<file path="config.mk">
export PLATFORM = sky130hd
export DESIGN_NAME = audio_voice_allocator
export DESIGN_NICKNAME = d
export VERILOG_FILES = /design/src/rtl/ava_pkg.sv /design/src/rtl/ava_cell.sv /design/src/rtl/audio_voice_allocator.sv
export SDC_FILE = /design/constraint.sdc
export NUM_CORES = 2
export LEC_CHECK = 0
export BUFFER_PORTS_ARGS = -buffer_cell sky130_fd_sc_hd__buf_2
export CORE_ASPECT_RATIO = 1.4
export CORE_MARGIN = 2
export CORE_UTILIZATION = 56
export CTS_CLUSTER_DIAMETER = 200
export CTS_CLUSTER_SIZE = 28
export DETAILED_ROUTE_END_ITERATION = 7
export MAX_ROUTING_LAYER = met4
export PLACE_DENSITY = 0.75
export SYNTH_ARGS = -nofsm -noshare
export SYNTH_HDL_FRONTEND = slang
export SYNTH_SLANG_ARGS = --single-unit
</file>
<file path="constraint.sdc">
create_clock -name clock -period 52.9 [get_ports clock]
set_input_delay 2.645 -clock clock [delete_from_list [all_inputs] [get_ports clock]]
set_output_delay 2.645 -clock clock [all_outputs]
set_load 0.05 [all_outputs]
</file>
<file path="src/rtl/ava_pkg.sv">
// Package for the voice allocator: sizes, codes and the cell/ring record.
package ava_pkg;
   localparam int NUM_VOICES = 16;
   localparam int NUM_SOUNDS = 64;
   localparam int VW = $clog2(NUM_VOICES);
   localparam int SW = $clog2(NUM_SOUNDS);
   localparam logic [6:0] PRIO_CEILING = 7'd101;

   typedef enum logic [2:0] {
      OP_PLAY = 3'd0, OP_START_LOOP = 3'd1, OP_STOP_LOOP = 3'd2, OP_RETIRE = 3'd3,
      OP_PAUSE = 3'd4, OP_RESUME = 3'd5, OP_RESET = 3'd6, OP_CLEAR_WORLD = 3'd7
   } op_type;

   typedef enum logic [2:0] {
      ST_OK = 3'd0, ST_INVALID = 3'd1, ST_MISSING = 3'd2, ST_CONFLICT = 3'd3,
      ST_PAUSED = 3'd4, ST_COOLDOWN = 3'd5, ST_CAPACITY = 3'd6, ST_PRIORITY = 3'd7
   } status_type;

   typedef enum logic [1:0] {
      RS_NONE = 2'd0, RS_INSTANCE = 2'd1, RS_GLOBAL = 2'd2
   } reason_type;

   typedef enum logic [1:0] {
      FSM_IDLE, FSM_SCAN, FSM_DECIDE, FSM_DONE
   } fsm_type;

   // One voice record circulating in the ring.
   typedef struct packed {
      logic        active;
      logic        stopping;
      logic [6:0]  sound;
      logic [63:0] key;
      logic [31:0] start;
      logic [6:0]  prio;
      logic        world;
   } voice_type;
endpackage

</file>
<file path="src/rtl/ava_cell.sv">
// One stage of the voice ring: holds one record and hands it on each cycle while shift is high.
module ava_cell
   import ava_pkg::*;
(
   input  logic      clock,
   input  logic      reset,
   input  logic      shift,
   input  voice_type d,
   output voice_type q
);
   voice_type q_ff;
   voice_type q_in;

   always_comb begin
      q_in = shift ? d : q_ff;
   end

   always_ff @(posedge clock) begin
      if (reset) begin
         q_ff.active   <= 1'b0;
         q_ff.stopping <= 1'b0;
      end else begin
         q_ff.active   <= q_in.active;
         q_ff.stopping <= q_in.stopping;
      end
      q_ff.sound <= q_in.sound;
      q_ff.key   <= q_in.key;
      q_ff.start <= q_in.start;
      q_ff.prio  <= q_in.prio;
      q_ff.world <= q_in.world;
   end

   assign q = q_ff;
endmodule

</file>
<file path="src/rtl/audio_voice_allocator.sv">
// Top level of the voice allocator: command sequencer around a ring of voice cells.
//
// The voice table lives in a ring of NUM_VOICES cells. Every command makes the
// records rotate once around the ring, with the head record inspected and
// updated by the sequencer; a play or start_loop command that takes a voice
// rotates twice, the first pass gathering free slot, loop match, instance count,
// oldest instance and the steal victim, the second pass writing the chosen slot.
// req_tready is high only while idle with no result pending; the result sits in
// an output register until taken. Sound cooldown state is a per-sound array
// read through a register, with started bits cleared at reset.
// Configure csr_ only while idle.
module audio_voice_allocator
   import ava_pkg::*;
(
   input  logic         clock,
   input  logic         reset,
   input  logic         csr_we,
   input  logic [6:0]   csr_wdata,
   input  logic         req_tvalid,
   output logic         req_tready,
   // tdata from bit 0: op[3] sound_id[7] loop_id[64] now_frame[32]
   // priority_req[7] instance_cap[8] drop_new[1] cooldown_frames[24]
   // is_loop_sound[1] freezes[1] world_bus[1] voice_index[4], pad to 160
   input  logic [159:0] req_tdata,
   output logic         rsp_tvalid,
   input  logic         rsp_tready,
   // tdata from bit 0: status[3] slot[4] evicted_id[64] steal_cause[2], pad to 80
   output logic [79:0]  rsp_tdata
);
   // request fields
   op_type      r_op;
   logic [6:0]  r_handle;
   logic [63:0] r_key;
   logic [31:0] r_now;
   logic [6:0]  r_prio;
   logic [7:0]  r_maxi;
   logic        r_drop;
   logic [23:0] r_cool;
   logic        r_loopok, r_freeze, r_world;
   logic [3:0]  r_vidx;

   logic [159:0] req_ff;
   logic [6:0]   count_ff;
   logic         paused_ff;
   fsm_type      state_ff, state_in;
   logic [VW:0]  cnt_ff;
   logic         pass_ff;   // 0 scan, 1 write
   logic [VW-1:0] pos_ff;   // voice index of the head record

   // scan results
   logic          vac_v_ff, ex_v_ff, same_v_ff, vic_v_ff;
   logic [VW-1:0] vac_ff, ex_ff, same_ff, vic_ff;
   logic [6:0]    ex_snd_ff, vic_prio_ff;
   logic [31:0]   same_st_ff, vic_st_ff;
   logic [VW:0]   inst_ff;
   logic          tgt_v_ff;
   logic [VW-1:0] tgt_ff;

   // sound table
   logic [NUM_SOUNDS-1:0] started_ff;
   logic [31:0]           last_ff [NUM_SOUNDS];
   logic [31:0]           last_rd_ff;

   // result register
   logic        out_v_ff;
   status_type  st_ff;
   logic [3:0]  slot_ff;
   logic [63:0] evk_ff;
   reason_type  rs_ff;

   assign r_op     = op_type'(req_ff[2:0]);
   assign r_handle = req_ff[9:3];
   assign r_key    = req_ff[73:10];
   assign r_now    = req_ff[105:74];
   assign r_prio   = req_ff[112:106];
   assign r_maxi   = req_ff[120:113];
   assign r_drop   = req_ff[121];
   assign r_cool   = req_ff[145:122];
   assign r_loopok = req_ff[146];
   assign r_freeze = req_ff[147];
   assign r_world  = req_ff[148];
   assign r_vidx   = req_ff[152:149];

   // ring
   voice_type ring_q [NUM_VOICES];
   voice_type head, head_new;
   logic      shift;
   assign head = ring_q[NUM_VOICES-1];

   for (genvar g = 0; g < NUM_VOICES; g++) begin : g_ring
      voice_type d;
      if (g == 0) begin : g_head
         assign d = head_new;
      end else begin : g_body
         assign d = ring_q[g-1];
      end
      ava_cell u_cell (.clock(clock), .reset(reset), .shift(shift), .d(d), .q(ring_q[g]));
   end

   logic        is_play;
   logic [SW-1:0] sidx;
   logic        hmiss;
   assign is_play = (r_op == OP_PLAY) || (r_op == OP_START_LOOP);
   assign sidx = SW'(r_handle - 7'd1);
   assign hmiss = (r_handle == 7'd0) || (r_handle > count_ff) ||
                  (r_handle > 7'(NUM_SOUNDS));

   // early checks before scanning (loop match needs scan, done in decide)
   status_type pre_st;
   always_comb begin
      pre_st = ST_OK;
      if (hmiss) pre_st = ST_MISSING;
      else if (r_op == OP_START_LOOP && (r_key == 64'd0 || !r_loopok)) pre_st = ST_INVALID;
      else if (r_op == OP_PLAY && r_key != 64'd0) pre_st = ST_INVALID;
   end

   logic hit;
   assign hit = head.active && (r_key != 64'd0) && (head.key == r_key);

   // decision after scan
   status_type dec_st;
   reason_type dec_rs;
   logic       dec_go;
   logic [VW-1:0] dec_tgt;
   always_comb begin
      dec_st = ST_OK; dec_rs = RS_NONE; dec_go = 1'b0; dec_tgt = vac_ff;
      if (pre_st != ST_OK) dec_st = pre_st;
      else if (r_op == OP_START_LOOP && ex_v_ff) begin
         if (ex_snd_ff != r_handle) dec_st = ST_CONFLICT;
         else dec_tgt = ex_ff;
      end else if (paused_ff && r_freeze) dec_st = ST_PAUSED;
      else if (started_ff[sidx] && ((r_now - last_rd_ff) < {8'd0, r_cool})) dec_st = ST_COOLDOWN;
      else if ({{(8-VW-1){1'b0}}, inst_ff} >= r_maxi) begin
         if (r_drop || !same_v_ff) dec_st = ST_CAPACITY;
         else begin dec_go = 1'b1; dec_tgt = same_ff; dec_rs = RS_INSTANCE; end
      end else if (!vac_v_ff) begin
         if (!vic_v_ff || r_prio < vic_prio_ff) dec_st = ST_PRIORITY;
         else begin dec_go = 1'b1; dec_tgt = vic_ff; dec_rs = RS_GLOBAL; end
      end else dec_go = 1'b1;
   end

   // head record update on each ring step
   always_comb begin
      head_new = head;
      if (state_ff == FSM_SCAN) begin
         case (r_op)
            OP_STOP_LOOP: if (hit && (!ex_v_ff)) begin
               head_new.key = 64'd0; head_new.stopping = 1'b1;
            end
            OP_RETIRE: if (pos_ff == VW'(r_vidx) && int'(r_vidx) < NUM_VOICES) begin
               head_new.active = 1'b0; head_new.stopping = 1'b0;
            end
            OP_RESET: begin head_new.active = 1'b0; head_new.stopping = 1'b0; end
            OP_CLEAR_WORLD: if (head.active && head.world) begin
               head_new.active = 1'b0; head_new.stopping = 1'b0;
            end
            default: if (pass_ff && tgt_v_ff && pos_ff == tgt_ff) begin
               head_new.active = 1'b1; head_new.stopping = 1'b0;
               head_new.sound = r_handle; head_new.key = r_key;
               head_new.start = r_now; head_new.prio = r_prio;
               head_new.world = r_world;
            end
         endcase
      end
   end

   assign shift = (state_ff == FSM_SCAN);
   assign req_tready = (state_ff == FSM_IDLE) && !out_v_ff;

   always_comb begin
      state_in = state_ff;
      case (state_ff)
         FSM_IDLE:   if (req_tvalid && req_tready) state_in = FSM_SCAN;
         FSM_SCAN:   if (cnt_ff == (VW+1)'(NUM_VOICES - 1))
                        state_in = (is_play && !pass_ff) ? FSM_DECIDE : FSM_DONE;
         FSM_DECIDE: state_in = dec_go ? FSM_SCAN : FSM_DONE;
         FSM_DONE:   state_in = FSM_IDLE;
         default:    state_in = FSM_IDLE;
      endcase
   end

   always_ff @(posedge clock) begin
      if (reset) state_ff <= FSM_IDLE;
      else state_ff <= state_in;
   end

   logic older_same, better_vic;
   assign older_same = !same_v_ff || (head.start < same_st_ff);
   assign better_vic = (head.prio < (vic_v_ff ? vic_prio_ff : PRIO_CEILING)) ||
                       ((head.prio == (vic_v_ff ? vic_prio_ff : PRIO_CEILING)) &&
                        (!vic_v_ff || head.start < vic_st_ff));

   always_ff @(posedge clock) begin
      if (reset) begin
         count_ff <= 7'd0; paused_ff <= 1'b0; out_v_ff <= 1'b0; started_ff <= '0;
      end else begin
         if (csr_we) count_ff <= csr_wdata;
         if (rsp_tvalid && rsp_tready) out_v_ff <= 1'b0;
         if (state_ff == FSM_IDLE && req_tvalid && req_tready) begin
            req_ff <= req_tdata;
            cnt_ff <= '0; pass_ff <= 1'b0; pos_ff <= VW'(NUM_VOICES - 1);
            vac_v_ff <= 1'b0; ex_v_ff <= 1'b0; same_v_ff <= 1'b0; vic_v_ff <= 1'b0;
            inst_ff <= '0; tgt_v_ff <= 1'b0;
            st_ff <= ST_OK; slot_ff <= 4'd0; evk_ff <= 64'd0; rs_ff <= RS_NONE;
         end
         if (state_ff == FSM_SCAN) begin
            cnt_ff <= cnt_ff + 1'b1;
            pos_ff <= pos_ff - 1'b1;
            if (!pass_ff) begin
               if (hit && !ex_v_ff) begin
                  ex_v_ff <= 1'b1; ex_ff <= pos_ff; ex_snd_ff <= head.sound;
                  if (r_op == OP_STOP_LOOP) slot_ff <= 4'(pos_ff);
               end
               if (!head.active) begin
                  // ring runs from high index to low: last seen free is lowest
                  vac_v_ff <= 1'b1; vac_ff <= pos_ff;
               end else begin
                  if (head.sound == r_handle) begin
                     inst_ff <= inst_ff + 1'b1;
                     if (older_same || head.start == same_st_ff) begin
                        same_v_ff <= 1'b1; same_ff <= pos_ff; same_st_ff <= head.start;
                     end
                  end
                  if (better_vic || (vic_v_ff && head.prio == vic_prio_ff &&
                                     head.start == vic_st_ff)) begin
                     vic_v_ff <= 1'b1; vic_ff <= pos_ff;
                     vic_prio_ff <= head.prio; vic_st_ff <= head.start;
                  end
               end
            end else if (tgt_v_ff && pos_ff == tgt_ff && head.active) begin
               evk_ff <= head.key;
            end
         end
         if (state_ff == FSM_DECIDE) begin
            st_ff <= dec_st; rs_ff <= dec_rs;
            slot_ff <= (dec_st == ST_OK) ? 4'(dec_tgt) : 4'd0;
            if (dec_go) begin
               tgt_v_ff <= 1'b1; tgt_ff <= dec_tgt; pass_ff <= 1'b1; cnt_ff <= '0;
               pos_ff <= VW'(NUM_VOICES - 1);
               started_ff[sidx] <= 1'b1;
            end
         end
         if (state_ff == FSM_DONE) begin
            out_v_ff <= 1'b1;
            case (r_op)
               OP_STOP_LOOP: if (!ex_v_ff) st_ff <= ST_MISSING;
               OP_RETIRE: slot_ff <= r_vidx;
               OP_PAUSE: paused_ff <= 1'b1;
               OP_RESUME: paused_ff <= 1'b0;
               OP_RESET: begin
                  paused_ff <= 1'b0;
                  for (int i = 0; i < NUM_SOUNDS; i++)
                     if (i < int'(count_ff)) started_ff[i] <= 1'b0;
               end
               default: ;
            endcase
         end
      end
   end

   // last start per sound; read is registered, stable well before decide
   always_ff @(posedge clock) begin
      if (state_ff == FSM_DECIDE && dec_go) last_ff[sidx] <= r_now;
      last_rd_ff <= last_ff[sidx];
   end

   assign rsp_tvalid = out_v_ff;
   assign rsp_tdata  = {7'd0, rs_ff, evk_ff, slot_ff, st_ff};
endmodule

</file>
; After elaboration in Yosys (flattened, before gate mapping)
; Memories as Yosys holds them, arrays and structs flattened. A register that Yosys moved wholly into a read port is not among the register bits.
; Cells that the tools add are included.
[word_totals]
ramBits = 2048
n_memories = 1
regBits = 2227
input_bits = 172
elab_cells = 497
[memory_table]
columns = memory, depth, width, rd, rd_ports_with_merged_regs, wr, line_no
row1 = last_ff, 64, 32, 1, 1, 1, audio_voice_allocator.sv:61  ; logic [31:0] last_ff [NUM_SOUNDS];
[op_classes]
mux = 188
n_eq_ne = 22
n_reduce_logical = 63
n_bitwise = 4
order_cmp = 74
addsub = 5
[op_table]
columns = op, n
row1 = 2-to-1 mux 64 bit, 9
row2 = < comparator 6 x 7 -> 1 bit (first input constant), 32
row3 = one-hot mux 64 bit (2 select lines), 1
row4 = 2-to-1 mux 113 bit, 1
row5 = < comparator 5 x 7 -> 1 bit (first input constant), 16
row6 = 2-to-1 mux 1 bit, 108
row7 = 2-to-1 mux 4 bit, 22
row8 = == test 32 bit, 2
row9 = == test 64 bit, 1
row10 = logical NOT 64 bit, 1
row11 = < comparator 32 bit, 2
row12 = bitwise OR 64 bit, 1
row13 = nonzero test 64 bit, 1
row14 = < comparator 4 x 7 -> 1 bit (first input constant), 8
row15 = 2-to-1 mux 5 bit, 9
row16 = 2-to-1 mux 3 bit, 14
row17 = 2-to-1 mux 40 bit, 1
row18 = < comparator 32 x 24 -> 1 bit, 1
row19 = subtractor 32 bit, 1
row20 = 2-to-1 mux 2 bit, 15
row21 = < comparator 3 x 7 -> 1 bit (first input constant), 4
row22 = logical AND 1 bit, 24
row23 = == test 7 bit, 3
row24 = < comparator 1 x 7 -> 1 bit (first input constant), 2
row25 = 41 further kinds, 77

; Logic depth before layout (Yosys ltp)
[depth]
depth_word = 14
mapped_depth = 25
mapped_depth_nobuf = 23

; By module
; From an unflattened synthesis, not the netlist that was laid out.
[hier_totals]
hier_cells = 8849
hier_area_um2 = 157305.9
[modules_own_cells]
columns = mod, instances, cells_per_inst, area_per_inst_um2
row1 = audio_voice_allocator, 1, 6977, 102893.7
row2 = ava_cell, 16, 117, 3400.8

; Least setup slack after synthesis
; No wires, ideal clock.
[synth_timing]
kind = flip-flop to flip-flop
start = reg state_ff[1]
end = reg g_ring[0].u_cell.q_ff, in the netlist g_ring[0].u_cell.q[0] (enable)
setup_slack_ns = 1.277
path_buffers = 3
setup_time_ns = 2.834
arrival_time_ns = 48.788
stages_incl_launch_ff = 6
path_cell_list = dfxtp_1 nand2b_1 clkbuf_1 inv_1 clkbuf_1 clkbuf_1
[synth_between]
elab_chain_len = 1
[synth_lines]
columns = element, line_no
row1 = "start, declared", audio_voice_allocator.sv:45  ; fsm_type state_ff, state_in;
row2 = "start signal, assigned", audio_voice_allocator.sv:184  ; else state_ff <= state_in;
row3 = == test 2 x 1 -> 1 bit, audio_voice_allocator.sv:167  ; assign shift = (state_ff == FSM_SCAN);
row4 = "end, declared", ava_cell.sv:11  ; voice_type q_ff;
; No other way between the ends.
; A chain may end at the register's enable or synchronous reset.

; Worst setup path after layout
[layout_timing]
start = reg req_ff[75]
end = mem last_ff[42][19] (enable)
[layout_between]
elab_chain_len = 10
[layout_lines]
columns = element, line_no
row1 = "start, declared", audio_voice_allocator.sv:42  ; logic [159:0] req_ff;
row2 = "start signal, assigned", audio_voice_allocator.sv:200  ; req_ff <= req_tdata;
row3 = subtractor 32 bit, audio_voice_allocator.sv:132  ; else if (started_ff[sidx] && ((r_now - last_rd_ff) < {8'd0, r_cool})) dec_st = ST_COOLDOWN;
row4 = < comparator 32 x 24 -> 1 bit, audio_voice_allocator.sv:132
row5 = logical AND 1 bit, audio_voice_allocator.sv:132
row6 = 2-to-1 mux 1 bit, audio_voice_allocator.sv:132
row7 = 2-to-1 mux 1 bit, audio_voice_allocator.sv:131  ; end else if (paused_ff && r_freeze) dec_st = ST_PAUSED;
row8 = 2-to-1 mux 1 bit, audio_voice_allocator.sv:128  ; else if (r_op == OP_START_LOOP && ex_v_ff) begin
row9 = 2-to-1 mux 1 bit, audio_voice_allocator.sv:127  ; if (pre_st != ST_OK) dec_st = pre_st;
row10 = logical AND 1 bit, audio_voice_allocator.sv:263  ; if (state_ff == FSM_DECIDE && dec_go) last_ff[sidx] <= r_now;
row11 = 2-to-1 mux 1 bit, audio_voice_allocator.sv:263
row12 = 2-to-1 mux 1 bit (not written as such), audio_voice_allocator.sv:263
row13 = "end, declared", audio_voice_allocator.sv:61
; No other way between the ends.

==> impl_table.tex <==
\begin{tabular}{lr}
\hline
Metric & Value \\
\hline
\multicolumn{2}{l}{\textbf{Run status}} \\
Run status & finished, violations left \\
Violations in the final reports & design-rule violations, max-capacitance violations, max-slew violations \\
\multicolumn{2}{l}{\textbf{Timing}} \\
Final worst setup slack & 44.00 ns \\
Rel. slew slack & -6.40\% \\
Actual slew at the worst max-slew pin & 1.59 ns \\
Final setup skew & 0.0808 ns \\
Final count of negative-setup-slack endpoints & 0 \\
Minimum clock period after layout & 8.90 ns \\
RSZ-0062 raised after global routing & false \\
Final total negative setup slack & 0 ns \\
Final clock period utilization by the worst path & 16.8\% \\
Timing-limited maximum frequency & 112 MHz \\
Count of final max-slew check failures & 2 \\
Count of final hold-check violations & 0 \\
\multicolumn{2}{l}{\textbf{Route}} \\
Routed Wire Length & 404,000 um \\
Number of DRC violations after detailed-routing iteration 0 & 11,911 \\
First-pass detailed-route iteration total & 8 \\
Number of vias per cell & 6.50 \\
Drt drc & 5 \\
Met1 wire length & 139,000 um \\
Routed length per instance & 31.5 um \\
Routed via count & 83,234 \\
Met2 WL post-DR & 188,000 um \\
Antenna-violating nets left & 0 \\
Wire length on met3 & 42,000 um \\
Max layer used & met4 \\
\multicolumn{2}{l}{\textbf{Critical path}} \\
Setup crit end kind & flop \\
Start point of the critical path & req\_ff[75] \\
Arrival time of the worst setup path & 9.46 ns \\
Type of the worst setup path & flop to flop \\
FF-to-FF setup slack & 44.00 ns \\
Maximum fanout count along the critical path & 68 \\
Critical path startpoint category & flop \\
Reg-to-reg critical path startpoint & req\_ff[75] \\
Worst Path Required & 53.46 ns \\
\multicolumn{2}{l}{\textbf{Pwr}} \\
Clock power frac & 26.8\% \\
Internal & 4610 uW \\
Switching part of the total power & 22.6\% \\
Share of power burned in combinational logic & 7.7\% \\
PwrDens & 35.6 nW/um2 \\
Sequential Power Share & 65.5\% \\
Net Sw Power & 1350 uW \\
VDD IR max & 30.2 uV \\
LEAKAGE & 0.0540 uW \\
\multicolumn{2}{l}{\textbf{Clocking}} \\
Cells resized by post-CTS repair & 0 \\
Clock root buffer & sky130\_fd\_sc\_hd\_\_clkbuf\_16 \\
Clock buffers created by TritonCTS & 179 \\
Hold-fix buffers, CTS & 0 \\
Source-to-sink clock delay at the later pin of the worst-skew pair & 0.96 ns \\
Maximum root-to-sink buffer count & 4 \\
Maximum level of the CTS H-tree & 4 \\
TritonCTS clock tree & done \\
Number of setup buffers added after CTS & 0 \\
Clock transition at the registers of the reported paths & 0.10 ns \\
Sink Count & 4,291 \\
\multicolumn{2}{l}{\textbf{Layout}} \\
Share of cells above drive strength 1 & 10.5\% \\
Area overhead of the layout relative to synthesis & 7.55\% \\
Layout Nets & 9,310 \\
\multicolumn{2}{l}{\textbf{Yosys}} \\
Synthesized cell area & 156,000 um2 \\
Count of mapped cells out of synthesis & 8,738 \\
Register bit count reported by yosys & 4,291 \\
Mean post-synth cell area & 17.8 um2 \\
Main synth FF type & sky130\_fd\_sc\_hd\_\_edfxtp\_1 \\
Sequential area share after synthesis & 82.0\% \\
Number of enable-type register cells in the synthesized netlist & 4,168 \\
FFs w/ async S/R, synth & 0\% \\
Warnings, synthesis & 0 \\
Count of cell types in the netlist & 93 \\
\multicolumn{2}{l}{\textbf{Floorplan}} \\
Total core area & 277,000 um2 \\
Height of the die & 628 um \\
IO Pins & 254 \\
Width of the die & 449 um \\
Effective utilization at floorplan & 56.1\% \\
Total Die Area & 282,000 um2 \\
Standard-cell row count & 229 \\
\multicolumn{2}{l}{\textbf{Global route}} \\
Global-route wire length before repair & 568,000 um \\
Via count of the first global-routing pass & 79,327 \\
GRT Residual Overflow & 0 \\
Gr usage total & 29.0\% \\
Antenna violations before repair & 51 \\
Pin count of the biggest net entering global routing & 222 \\
\multicolumn{2}{l}{\textbf{Hold path}} \\
Tightest Hold Check Type & flop to flop \\
Worst Hold Launch & g\_ring[4].u\_cell.q[61] \\
\multicolumn{2}{l}{\textbf{Place}} \\
Routability-driven placement congestion ratio & 0.968 \\
HPWL after detailed placement & 245,000 um \\
Post-Place Setup Slack & 44.21 ns \\
Count of port buffers added during placement & 239 \\
\multicolumn{2}{l}{\textbf{Flow run}} \\
Max\_cap viols & 2 \\
\hline
\end{tabular}
cells in the mapped netlist, drive strengths merged (19+ instances only):
cell type / instances / share of area (%)
mux2i: 146 / 0.94
o22ai: 41 / 0.16
nor2: 181 / 0.44
a21o: 41 / 0.20
clkbuf: 270 / 0.65
nor2b: 19 / 0.076
a311oi: 28 / 0.17
a31o: 23 / 0.13
nand4: 90 / 0.37
a222oi: 30 / 0.19
and3: 19 / 0.076
nand3: 200 / 0.64
mux4: 48 / 0.69
a31oi: 129 / 0.52
o221ai: 24 / 0.14
or3: 23 / 0.099
nor4: 61 / 0.25
a22o: 129 / 0.73
a221oi: 138 / 0.78
o211ai: 26 / 0.13
buf: 164 / 0.49
nand2: 777 / 1.9
a311o: 46 / 0.30
xor2: 77 / 0.43
edfxtp: 4168 / 80
xnor2: 41 / 0.24
o21a: 27 / 0.13
ha: 148 / 1.2
nand2b: 37 / 0.15
a21oi: 467 / 1.5
inv: 175 / 0.42
o21ai: 192 / 0.62
dfxtp: 123 / 1.6
a22oi: 284 / 1.4
nor3: 105 / 0.34
mux2: 63 / 0.46
metal layers:
layer  vias up  GRT usage (%)
met5         -              -
met3      1272           5.36
li1      34908              -
met1     41565           35.1
met2      5489           44.4
met4         0           21.0
final timing paths:
path,endpoint,cells after the start
setup / recovery,last_ff[42][19],24
hold reg to reg,g_ring[5].u_cell.q[61],0
setup reg to reg,last_ff[42][19],24
hold / removal,g_ring[5].u_cell.q[61],0
state kept, by name (all words and copies together), names as in the netlist, 2 cells and up:
| signal | count |
|---|---|
| same_ff | 4 |
| count_ff | 7 |
| st_ff | 3 |
| same_st_ff | 32 |
| tgt_ff | 4 |
| last_rd_ff | 32 |
| state_ff | 2 |
| vic_ff | 4 |
| started_ff | 64 |
| rs_ff | 2 |
| req_ff | 153 |
| vic_st_ff | 32 |
| vac_ff | 4 |
| ex_ff | 4 |
| ex_snd_ff | 7 |
| pos_ff | 4 |
| inst_ff | 5 |
| last_ff | 2048 |
| cnt_ff | 5 |
| evk_ff | 64 |
| vic_prio_ff | 7 |
| slot_ff | 4 |
| g_ring.u_cell.q | 1792 |
power groups by stage:
stage	Combinational, uW	Sequential [uW]	Clock [uW]
after global placement	438	3980	0
after floorplan	239	4230	0
after CTS	447	3910	1620
after detailed placement	446	3980	0
after global routing	476	3920	1730
final	457	3910	1600
stage by stage:
stage	hold WS (ns)	std cells	cell area [um2]	total power, uW	util (%)
floorplan	0.400	8744	156000	4470	-
global placement	0.401	12504	162000	4420	58.6
detailed placement	0.405	12504	162000	4430	58.6
CTS	0.393	12762	167000	5980	60.3
global route	0.409	12792	167000	6120	60.4
finish	0.394	12803	167000	5960	60.4
final cells by class:
type / count / area, um2
fillers: 19302 / 110000
multi-input cells: 3844 / 26100
diodes: 41 / 103
repair buffers: 498 / 3350
clock buffers: 251 / 4770
clock inverters: 7 / 90.1
inverters: 175 / 673
flip-flops and latches: 4291 / 128000
well taps: 3696 / 4620
cells by family after synthesis:
logic type,share of synthesized area [%]
AO/OA/AOI/OAI,7.83
other,0.00241
XOR/XNOR,0.674
flip-flops,82.0
multiplexers,2.10
AND/OR/NAND/NOR,4.59
buffers and inverters,1.57
adder cells (fa/ha/maj),1.20
placed cells by master (no fill, tap or decap), types with 123 or more instances in the layout:
cell / instances
sky130_fd_sc_hd__a21oi_1: 461
sky130_fd_sc_hd__a221oi_1: 138
sky130_fd_sc_hd__a22o_1: 129
sky130_fd_sc_hd__a22oi_1: 284
sky130_fd_sc_hd__a31oi_1: 128
sky130_fd_sc_hd__buf_2: 239
sky130_fd_sc_hd__buf_4: 242
sky130_fd_sc_hd__clkbuf_16: 180
sky130_fd_sc_hd__dfxtp_1: 123
sky130_fd_sc_hd__edfxtp_1: 4168
sky130_fd_sc_hd__ha_1: 147
sky130_fd_sc_hd__inv_1: 171
sky130_fd_sc_hd__mux2i_1: 146
sky130_fd_sc_hd__nand2_1: 775
sky130_fd_sc_hd__nand3_1: 198
sky130_fd_sc_hd__nor2_1: 170
sky130_fd_sc_hd__o21ai_0: 184
critical path, stage by stage (launching register included):
cell and delay (ns):
sky130_fd_sc_hd__edfxtp_1 0.34, sky130_fd_sc_hd__buf_4 0.71, sky130_fd_sc_hd__ha_1 0.37, sky130_fd_sc_hd__nor2b_1 0.15, sky130_fd_sc_hd__o2111a_1 0.25, sky130_fd_sc_hd__or2_1 0.27
sky130_fd_sc_hd__a311oi_4 0.43, sky130_fd_sc_hd__nand2b_1 0.24, sky130_fd_sc_hd__o21ai_0 0.17, sky130_fd_sc_hd__a31oi_1 0.24, sky130_fd_sc_hd__xnor2_1 0.10, sky130_fd_sc_hd__ha_1 0.30
sky130_fd_sc_hd__nand4_1 0.12, sky130_fd_sc_hd__nor4_1 0.47, sky130_fd_sc_hd__o2111ai_1 0.18, sky130_fd_sc_hd__a21o_1 0.27, sky130_fd_sc_hd__nor4b_1 0.18, sky130_fd_sc_hd__o2111ai_1 0.15
sky130_fd_sc_hd__nor4_2 0.16, sky130_fd_sc_hd__a31oi_1 0.17, sky130_fd_sc_hd__buf_4 0.26, sky130_fd_sc_hd__nand3_4 0.53, sky130_fd_sc_hd__buf_4 0.60, sky130_fd_sc_hd__nor3_2 1.03
sky130_fd_sc_hd__buf_4 0.59
Power figures use the tool's default switching activity.
